===== config.mk =====
export PLATFORM = sky130hd
export DESIGN_NAME = periodic_task_dispatcher
export DESIGN_NICKNAME = d
export VERILOG_FILES = /design/src/rtl/core/ptd_pkg.sv /design/src/rtl/core/ptd_front.sv /design/src/rtl/core/ptd_back.sv /design/src/rtl/core/periodic_task_dispatcher.sv
export VERILOG_INCLUDE_DIRS = /design/src /design/src/rtl/core
export SDC_FILE = /design/constraint.sdc
export NUM_CORES = 2
export LEC_CHECK = 0
export ABC_AREA = 0
export BUFFER_PORTS_ARGS = -buffer_cell sky130_fd_sc_hd__buf_4
export CAP_MARGIN = 25
export CORE_MARGIN = 3
export CORE_UTILIZATION = 50
export DETAILED_ROUTE_END_ITERATION = 10
export GPL_ROUTABILITY_DRIVEN = 0
export PLACE_DENSITY = 0.66
export SETUP_SLACK_MARGIN = 0.15
export SLEW_MARGIN = 30
export SYNTH_ARGS = -nofsm -noshare
export SYNTH_HDL_FRONTEND = slang
export SYNTH_SLANG_ARGS = --single-unit

===== constraint.sdc =====
create_clock -name clk -period 14.5 [get_ports clk]
set_clock_uncertainty 0.1 [all_clocks]
set_input_delay 1.45 -clock clk [delete_from_list [all_inputs] [get_ports clk]]
set_output_delay 1.45 -clock clk [all_outputs]
set_load 0.01 [all_outputs]

===== src/rtl/core/periodic_task_dispatcher_defines.svh =====
// Assertion macros used by the periodic task dispatcher top level.
`ifndef PERIODIC_TASK_DISPATCHER_DEFINES_SVH
`define PERIODIC_TASK_DISPATCHER_DEFINES_SVH

// Same-cycle implication, checked on every rising edge outside reset.
`define PTD_ASSERT_IMP(lbl, cond, expr, msg) \
  lbl: assert property (@(posedge clk) disable iff (rst) (cond) |-> (expr)) else $error(msg);

// Next-cycle implication, checked on every rising edge outside reset.
`define PTD_ASSERT_NXT(lbl, cond, expr, msg) \
  lbl: assert property (@(posedge clk) disable iff (rst) (cond) |=> (expr)) else $error(msg);

`endif


===== src/rtl/core/ptd_pkg.sv =====
// Shared types, codes and helpers of the periodic task dispatcher.
`timescale 1ns / 1ps

package ptd_pkg;

  localparam int SLOT_COUNT_DEFAULT = 16;
  localparam int MAX_RESULTS = 16;
  localparam int DISP_W = $clog2(MAX_RESULTS + 1);
  localparam logic [31:0] OVERRUN_SLACK = 32'd5;

  // Input item kinds.
  localparam logic [1:0] KIND_TICK  = 2'd0;
  localparam logic [1:0] KIND_ADD   = 2'd1;
  localparam logic [1:0] KIND_QUERY = 2'd2;

  // Result kinds.
  localparam logic [1:0] RK_DISPATCH = 2'd0;
  localparam logic [1:0] RK_IDLE     = 2'd1;
  localparam logic [1:0] RK_ADD      = 2'd2;
  localparam logic [1:0] RK_OVERRUN  = 2'd3;

  // Decoded command handed from the front end to the engine.
  typedef enum logic [1:0] {
    OP_TICK,
    OP_ADD,
    OP_QUERY
  } cmd_op_t;

  // Argument: tick time, {period, offset} for an add, or the queried index.
  typedef struct packed {
    cmd_op_t     op;
    logic [31:0] arg;
  } cmd_t;

  typedef struct packed {
    logic [1:0]  result_kind;
    logic [3:0]  slot_number;
    logic        accepted;
    logic [15:0] overrun_count;
    logic        last;
  } beat_t;

  function automatic beat_t make_beat(input logic [1:0] rk, input logic [3:0] slot,
                                      input logic acc, input logic [15:0] ovr,
                                      input logic fin);
    beat_t b;
    b.result_kind   = rk;
    b.slot_number   = slot;
    b.accepted      = acc;
    b.overrun_count = ovr;
    b.last          = fin;
    return b;
  endfunction

endpackage


===== src/rtl/core/ptd_front.sv =====
// Front end: accepts input beats, decodes them and queues commands for the engine.
`timescale 1ns / 1ps

module ptd_front (
  input  logic          clk,
  input  logic          rst,
  input  logic          in_valid,
  output logic          in_stall,
  input  logic [1:0]    kind,
  input  logic [31:0]   current_time,
  input  logic [15:0]   period,
  input  logic [15:0]   offset,
  input  logic [7:0]    slot_index,
  output logic          cmd_valid,
  output ptd_pkg::cmd_t cmd,
  input  logic          cmd_pop
);
  import ptd_pkg::*;

  localparam logic [1:0] QUEUE_DEPTH = 2'd2;

  cmd_t       q_mem [2];
  logic       wr_ptr;
  logic       rd_ptr;
  logic [1:0] count;
  cmd_t       in_cmd;
  logic       in_known;
  logic       push;

  // Decode the item; the reserved kind is taken and dropped.
  always_comb begin
    in_cmd.op  = OP_TICK;
    in_cmd.arg = current_time;
    in_known   = 1'b1;
    case (kind)
      KIND_TICK: begin
        in_cmd.op  = OP_TICK;
        in_cmd.arg = current_time;
      end
      KIND_ADD: begin
        in_cmd.op  = OP_ADD;
        in_cmd.arg = {period, offset};
      end
      KIND_QUERY: begin
        in_cmd.op  = OP_QUERY;
        in_cmd.arg = {24'd0, slot_index};
      end
      default: begin
        in_known = 1'b0;
      end
    endcase
  end

  assign in_stall  = (count == QUEUE_DEPTH);
  assign push      = in_valid && !in_stall && in_known;
  assign cmd_valid = (count != 2'd0);
  assign cmd       = q_mem[rd_ptr];

  // Two-entry command queue.
  always_ff @(posedge clk) begin
    if (rst) begin
      wr_ptr <= 1'b0;
      rd_ptr <= 1'b0;
      count  <= 2'd0;
    end else begin
      if (push) begin
        q_mem[wr_ptr] <= in_cmd;
        wr_ptr        <= ~wr_ptr;
      end
      if (cmd_pop) begin
        rd_ptr <= ~rd_ptr;
      end
      count <= count + 2'(push) - 2'(cmd_pop);
    end
  end

endmodule


===== src/rtl/core/ptd_back.sv =====
// Engine: slot table, tick scan, add and query handling, and the output register.
`timescale 1ns / 1ps

module ptd_back #(
  parameter int SLOT_COUNT = ptd_pkg::SLOT_COUNT_DEFAULT
) (
  input  logic           clk,
  input  logic           rst,
  input  logic           cmd_valid,
  input  ptd_pkg::cmd_t  cmd,
  output logic           cmd_pop,
  output logic           out_valid,
  input  logic           out_stall,
  output ptd_pkg::beat_t beat
);
  import ptd_pkg::*;

  localparam int IDX_W = (SLOT_COUNT > 1) ? $clog2(SLOT_COUNT) : 1;
  localparam int CNT_W = $clog2(SLOT_COUNT + 1);

  typedef struct packed {
    logic [15:0] period;
    logic [31:0] next_due;
    logic [31:0] last_run;
    logic [15:0] overruns;
  } slot_entry_t;

  typedef enum logic [2:0] {
    S_IDLE,
    S_RD,
    S_EVAL,
    S_FIN,
    S_QRD,
    S_QOUT
  } state_t;

  state_t            state;
  slot_entry_t       mem [SLOT_COUNT];
  slot_entry_t       rd_entry;
  logic [IDX_W-1:0]  scan_idx;
  logic [CNT_W-1:0]  slots_used;
  logic [31:0]       tick_time;
  logic              pend_valid;
  logic [IDX_W-1:0]  pend_slot;
  logic [DISP_W-1:0] disp_cnt;

  logic              out_free;
  logic              full;
  logic              query_hit;
  logic              due;
  logic              overrun;
  logic [31:0]       since;
  logic              last_slot;
  logic              cap_hit;
  logic              eval_take;
  slot_entry_t       upd_entry;
  logic              mem_we;
  logic [IDX_W-1:0]  mem_waddr;
  slot_entry_t       mem_wdata;

  // Decisions on the current command and the slot just read.
  always_comb begin
    out_free  = !out_valid || !out_stall;
    full      = (slots_used == CNT_W'(SLOT_COUNT));
    query_hit = (32'(cmd.arg[7:0]) < 32'(slots_used));
    due       = (tick_time >= rd_entry.next_due);
    since     = tick_time - rd_entry.last_run;
    overrun   = (since > (32'(rd_entry.period) + OVERRUN_SLACK));
    last_slot = ((CNT_W'(scan_idx) + CNT_W'(1)) == slots_used);
    cap_hit   = ((disp_cnt + DISP_W'(1)) == DISP_W'(MAX_RESULTS));
    eval_take = (state == S_EVAL) && due && (!pend_valid || out_free);
    cmd_pop   = (state == S_IDLE) && cmd_valid && out_free;

    upd_entry          = rd_entry;
    upd_entry.last_run = tick_time;
    upd_entry.next_due = tick_time + 32'(rd_entry.period);
    upd_entry.overruns = overrun ? (rd_entry.overruns + 16'd1) : rd_entry.overruns;

    mem_we    = 1'b0;
    mem_waddr = scan_idx;
    mem_wdata = upd_entry;
    if (eval_take) begin
      mem_we = 1'b1;
    end else if (cmd_pop && (cmd.op == OP_ADD) && !full) begin
      mem_we             = 1'b1;
      mem_waddr          = slots_used[IDX_W-1:0];
      mem_wdata.period   = cmd.arg[31:16];
      mem_wdata.next_due = 32'(cmd.arg[15:0]);
      mem_wdata.last_run = 32'd0;
      mem_wdata.overruns = 16'd0;
    end
  end

  // Slot table: one write port, one registered read port.
  always_ff @(posedge clk) begin
    if (mem_we) begin
      mem[mem_waddr] <= mem_wdata;
    end
    rd_entry <= mem[scan_idx];
  end

  // Sequencer and output register.
  always_ff @(posedge clk) begin
    if (rst) begin
      state      <= S_IDLE;
      out_valid  <= 1'b0;
      slots_used <= '0;
      pend_valid <= 1'b0;
    end else begin
      if (out_valid && !out_stall) begin
        out_valid <= 1'b0;
      end
      case (state)
        S_IDLE: begin
          if (cmd_pop) begin
            case (cmd.op)
              OP_TICK: begin
                tick_time  <= cmd.arg;
                pend_valid <= 1'b0;
                disp_cnt   <= '0;
                scan_idx   <= '0;
                if (slots_used == '0) begin
                  out_valid <= 1'b1;
                  beat      <= make_beat(RK_IDLE, 4'd0, 1'b0, 16'd0, 1'b1);
                end else begin
                  state <= S_RD;
                end
              end
              OP_ADD: begin
                out_valid <= 1'b1;
                if (full) begin
                  beat <= make_beat(RK_ADD, 4'd0, 1'b0, 16'd0, 1'b1);
                end else begin
                  beat       <= make_beat(RK_ADD, 4'(slots_used), 1'b1, 16'd0, 1'b1);
                  slots_used <= slots_used + CNT_W'(1);
                end
              end
              OP_QUERY: begin
                if (query_hit) begin
                  scan_idx <= cmd.arg[IDX_W-1:0];
                  state    <= S_QRD;
                end else begin
                  out_valid <= 1'b1;
                  beat      <= make_beat(RK_OVERRUN, 4'd0, 1'b0, 16'd0, 1'b1);
                end
              end
              default: begin
                state <= S_IDLE;
              end
            endcase
          end
        end
        S_RD: begin
          state <= S_EVAL;
        end
        S_EVAL: begin
          // A due slot is held back one step so the final one can carry last.
          if (eval_take) begin
            if (pend_valid) begin
              out_valid <= 1'b1;
              beat      <= make_beat(RK_DISPATCH, 4'(pend_slot), 1'b0, 16'd0, 1'b0);
            end
            pend_valid <= 1'b1;
            pend_slot  <= scan_idx;
            disp_cnt   <= disp_cnt + DISP_W'(1);
            if (last_slot || cap_hit) begin
              state <= S_FIN;
            end else begin
              scan_idx <= scan_idx + IDX_W'(1);
              state    <= S_RD;
            end
          end else if (!due) begin
            if (last_slot) begin
              state <= S_FIN;
            end else begin
              scan_idx <= scan_idx + IDX_W'(1);
              state    <= S_RD;
            end
          end
        end
        S_FIN: begin
          if (out_free) begin
            out_valid <= 1'b1;
            if (pend_valid) begin
              beat <= make_beat(RK_DISPATCH, 4'(pend_slot), 1'b0, 16'd0, 1'b1);
            end else begin
              beat <= make_beat(RK_IDLE, 4'd0, 1'b0, 16'd0, 1'b1);
            end
            pend_valid <= 1'b0;
            state      <= S_IDLE;
          end
        end
        S_QRD: begin
          state <= S_QOUT;
        end
        S_QOUT: begin
          if (out_free) begin
            out_valid <= 1'b1;
            beat      <= make_beat(RK_OVERRUN, 4'd0, 1'b0, rd_entry.overruns, 1'b1);
            state     <= S_IDLE;
          end
        end
        default: begin
          state <= S_IDLE;
        end
      endcase
    end
  end

endmodule


===== src/rtl/core/periodic_task_dispatcher.sv =====
// Top level of the periodic task dispatcher: front end, command queue and engine.
`timescale 1ns / 1ps
// Usage:
// The input channel (in_valid, in_stall) takes one item per beat: a tick with the
// current time, an add of a periodic slot, or a query of a slot's overrun count.
// Items of the reserved kind are taken and produce nothing.
// The output channel (out_valid, out_stall) returns result beats in item order;
// last marks the final beat of each item. A tick returns one beat per dispatched
// slot (at most sixteen), or one nothing-due beat.
// The engine answers an add or a miss query straight into the output register;
// a hit query first reads its slot (S_QRD, then S_QOUT). A tick scans the used
// slots in order through the single read port of the slot table, reading and
// then evaluating each slot (S_RD, then S_EVAL), and closes in S_FIN.
// A two-entry queue between the front end and the engine lets items be taken
// while a scan runs.
// Reset empties the table and the queue; no clearing pass is needed.
// When the receiver stalls, the result beat is held, the engine pauses at its
// next beat, and the input side stalls once the queue fills.
`include "periodic_task_dispatcher_defines.svh"

module periodic_task_dispatcher #(
  parameter int SLOT_COUNT = ptd_pkg::SLOT_COUNT_DEFAULT
) (
  input  logic        clk,
  input  logic        rst,
  input  logic        in_valid,
  output logic        in_stall,
  input  logic [1:0]  kind,
  input  logic [31:0] current_time,
  input  logic [15:0] period,
  input  logic [15:0] offset,
  input  logic [7:0]  slot_index,
  output logic        out_valid,
  input  logic        out_stall,
  output logic [1:0]  result_kind,
  output logic [3:0]  slot_number,
  output logic        accepted,
  output logic [15:0] overrun_count,
  output logic        last
);
  import ptd_pkg::*;

  logic  cmd_valid;
  logic  cmd_pop;
  cmd_t  cmd;
  beat_t beat;
  logic  single_beat;
  logic  fields_ok;

  // Decode and queue incoming items.
  ptd_front u_front (
    .clk          (clk),
    .rst          (rst),
    .in_valid     (in_valid),
    .in_stall     (in_stall),
    .kind         (kind),
    .current_time (current_time),
    .period       (period),
    .offset       (offset),
    .slot_index   (slot_index),
    .cmd_valid    (cmd_valid),
    .cmd          (cmd),
    .cmd_pop      (cmd_pop)
  );

  // Carry out queued commands against the slot table.
  ptd_back #(
    .SLOT_COUNT (SLOT_COUNT)
  ) u_back (
    .clk       (clk),
    .rst       (rst),
    .cmd_valid (cmd_valid),
    .cmd       (cmd),
    .cmd_pop   (cmd_pop),
    .out_valid (out_valid),
    .out_stall (out_stall),
    .beat      (beat)
  );

  assign result_kind   = beat.result_kind;
  assign slot_number   = beat.slot_number;
  assign accepted      = beat.accepted;
  assign overrun_count = beat.overrun_count;
  assign last          = beat.last;

  // Terms checked by the assertions below.
  assign single_beat = out_valid && (result_kind != RK_DISPATCH);
  assign fields_ok   = ((result_kind == RK_OVERRUN) || (overrun_count == 16'd0)) &&
                       ((result_kind == RK_ADD) || !accepted);

  // The engine only takes a command the queue holds.
  `PTD_ASSERT_IMP(a_pop_nonempty, cmd_pop, cmd_valid, "engine popped an empty queue")
  // Every result except a dispatch is the only beat of its item.
  `PTD_ASSERT_IMP(a_single_last, single_beat, last, "single beat not last")
  // Only a query answer carries a count, and only an add answer can accept.
  `PTD_ASSERT_IMP(a_field_use, out_valid, fields_ok, "field used by wrong result kind")
  // A popped command leaves one queue entry free on the next cycle.
  `PTD_ASSERT_NXT(a_pop_frees, cmd_pop, !in_stall, "queue still full after a pop")

endmodule


==> key figures <==
Final layout
  – Layout Cells excl Fill: 5,914
  – Finished Core Util: 57.3%
  – Area delta synth->final: 13.1%
  – Commonest non-fill, non-tap cell in the layout: edfxtp_1
  – Share of layout cells above drive strength 1: 25.9%
  – Most frequent cells in the layout: 1,673 x edfxtp_1, 480 x mux4_2, 179 x buf_4
  – Nets: 4,071

Timing
  – Max-slew violation count: 0
  – Fin. Hold Viols: 0
  – Final TNS setup: 0 ns
  – Fmax: 0.161 GHz
  – Slew @ Worst Pin: 1.14 ns
  – Unrepaired setup endpoints after global routing: false
  – Final Cycle Share: 42.8%
  – Final period demand of the worst path: 6.21 ns
  – Rel. slew slack: 23.7%
  – Final setup viols: 0

Placement
  – Port Buffers: 103
  – # placed instances: 5,582
  – Post-DP HPWL: 102,000 um

Critical path
  – Crit path cell chain: inv_1 -> ha_1 -> fa_1 -> nor2b_1 -> o31a_1 -> o2111a_1 -> nor2_2 -> o21ai_0 -> xnor2_1 -> ha_1 -> nand4_1 -> or4_1 -> nor2_1 -> a211o_1 -> nand3_1 -> nor4_1 -> nand4_1 -> xnor2_1 -> nor2_1
  – Worst path slowest cell: nor2_1
  – Critical path fanouts, max: 16
  – Worst r2r path cells: 19
  – Worst setup path category: register to register
  – Worst Path Required: 14.88 ns
  – CP arrival: 6.59 ns
  – Worst r2r dst: u_back.mem[3][0]
  – R2R setup slack: 8.29 ns
  – Crit. Startpoint: u_back.tick_time[0]
  – CP peak stage delay: 0.66 ns
  – Worst r2r src: u_back.tick_time[0]
  – CP Launch Type: register
  – CP endpoint kind: register

CTS
  – Clk sinks: 1,784
  – Post-CTS Setup Bufs: 0
  – Clock root buffer master: clkbuf_16
  – Hold_buf cts: 0
  – H-tree depth: 4
  – Num CTS Buffers: 176
  – Worst skew pair latency: 0.81 ns
  – Clk buf depth: 3
  – Clk pin slew, worst setup/hold paths: 0.06 ns
  – CTS tree: yes
  – Number of gates resized after CTS: 0

Synth
  – Syn avg cell area: 19.6 um2
  – Yosys reg bits: 1,784
  – Count of cell types in the netlist: 88
  – Post-synthesis async set-or-reset flop share: 0%
  – Yosys warnings: 0
  – Post-synth EDFFs: 1,673
  – Mapped Cells: 3,672
  – Syn nets: 3,871
  – Synthesized area: 72,100 um2
  – Synth Flop Type: edfxtp_1
  – Sequential area share after synthesis: 72.8%

Flow run
  – Max-cap violations: 0

Global routing
  – GRT Residual Overflow: 0
  – First-pass GRT wire length: 254,000 um
  – Largest net degree at the start of global routing: 131
  – GRT Total Usage: 23.6%
  – Initial antenna violation count: 2
  – Vias in the first global route: 36,800

Floorplan
  – Full die area: 149,000 um2
  – # rows: 138
  – Core area: 142,000 um2
  – Chip height: 386 um
  – Ports: 104
  – Initial core utilization: 50.6%
  – Die width: 386 um

Pwr
  – Peak VDD IR: 0.133 mV
  – LEAKAGE: 26.6 nW
  – Total power: 13.6 mW
  – PD cells: 167 nW/um2

Min path
  – Hold path start: u_front.rd_ptr
  – Hold depth: 2
  – HP Class: register to register
  – Worst Hold End: u_front.rd_ptr

Drt
  – Vias: 36,700
  – Post-Route WL: 173,000 um
  – 1st-iter DRT viols: 4,062
  – Final ANT Viol Nets: 0
  – Drt drc: 0
  – Pre-antenna DRT Iters: 5
  – Vias per inst: 6.21
  – DR WL/cell: 29.2 um

Outcome
  – Status: completed
critical path: cells and delay by family, from the launching register on:
kind | cells | cell delay, ns
and+or+nand+nor | 9 | 2.88
AOI/OAI and AO/OA | 4 | 1.06
adders and majority gates | 3 | 0.98
xor gates and xnor gates | 2 | 0.37
DFF | 1 | 0.36
buffers and inverters | 1 | 0.09
metrics by stage:
stage | worst slack (ns) | area [um2] | hold WS, ns
global placement | 8.13 | 75500 | 0.422
finish | 8.29 | 81600 | 0.446
detailed placement | 8.06 | 75700 | 0.427
global route | 8.05 | 81500 | 0.480
CTS | 8.25 | 81400 | 0.447
floorplan | 4.11 | 72100 | 0.324
routing by layer:
| metal | up-vias | routed length [um] | part of all wire [%] | GRT usage (%) |
|---|---|---|---|---|
| met2 | 1611 | 83700 | 48 | 37.8 |
| met4 | 0 | 4100 | 2.4 | 6.62 |
| met5 | - | 0 | 0 | 0 |
| met1 | 19400 | 71700 | 42 | 34.0 |
| li1 | 15500 | - | - | - |
| met3 | 263 | 13200 | 7.6 | 4.00 |
state kept, by name, indices dropped and copies added (netlist names), named ones only:
name	cells
u_back.slots_used	5
u_back.state	3
u_back.rd_entry	96
u_back.pend_valid	1
u_back.scan_idx	4
u_front.count	2
u_back.out_valid	1
u_back.pend_slot	4
u_back.tick_time	32
u_front.rd_ptr	1
u_front.q_mem	68
u_back.disp_cnt	5
u_back.beat	24
u_back.mem	1536
u_front.wr_ptr	1
logic make-up after synthesis:
kind of cell	after synthesis	share of synthesized area [%]
simple gates	520	3.58
fa+ha+maj	121	2.12
flops	1784	72.8
buf+inv	279	1.48
compound gates	373	3.50
mux	526	15.7
xor+xnor	69	0.849
power breakdown:
group / switching, mW / internal [mW] / total, mW
sequential: 0.136 / 6.37 / 6.51
combinational: 1.67 / 0.922 / 2.59
clock: 1.90 / 2.62 / 4.53
total: 3.71 / 9.91 / 13.6
Yosys cell counts (all sizes together), types with 15 or more instances:
cell,count,area (um2)
inv,107,402
nand3,43,220
nor2,119,449
clkbuf,122,458
nand2,146,551
nand4,34,213
mux4,480,10800
edfxtp,1673,50200
a21o,27,203
ha,119,1490
mux2,38,428
buf,50,210
xor2,29,254
xnor2,40,358
o21ai,83,415
and2,47,294
o21a,15,113
dfxtp,111,2220
a22o,26,228
nor3,31,155
a21oi,84,420
worst max-delay path by stage:
stage | end
global route | u_back.mem[2][0]
detailed placement | u_back.mem[1][46]
finish | u_back.mem[3][0]
CTS | u_back.mem[14][11]
global placement | u_back.mem[2][46]
floorplan | u_back.mem[12][0]
cell type report:
type	instances	area [um2]
well taps	1890	2360
clock inverters	94	1010
repair buffers	194	1650
flip-flops and latches	1784	52500
multi-input cells	1609	18900
diodes	3	7.51
fillers	10400	60900
clock buffers	233	4750
inverters	107	402
Note: power is estimated with default switching activity, not from simulation.
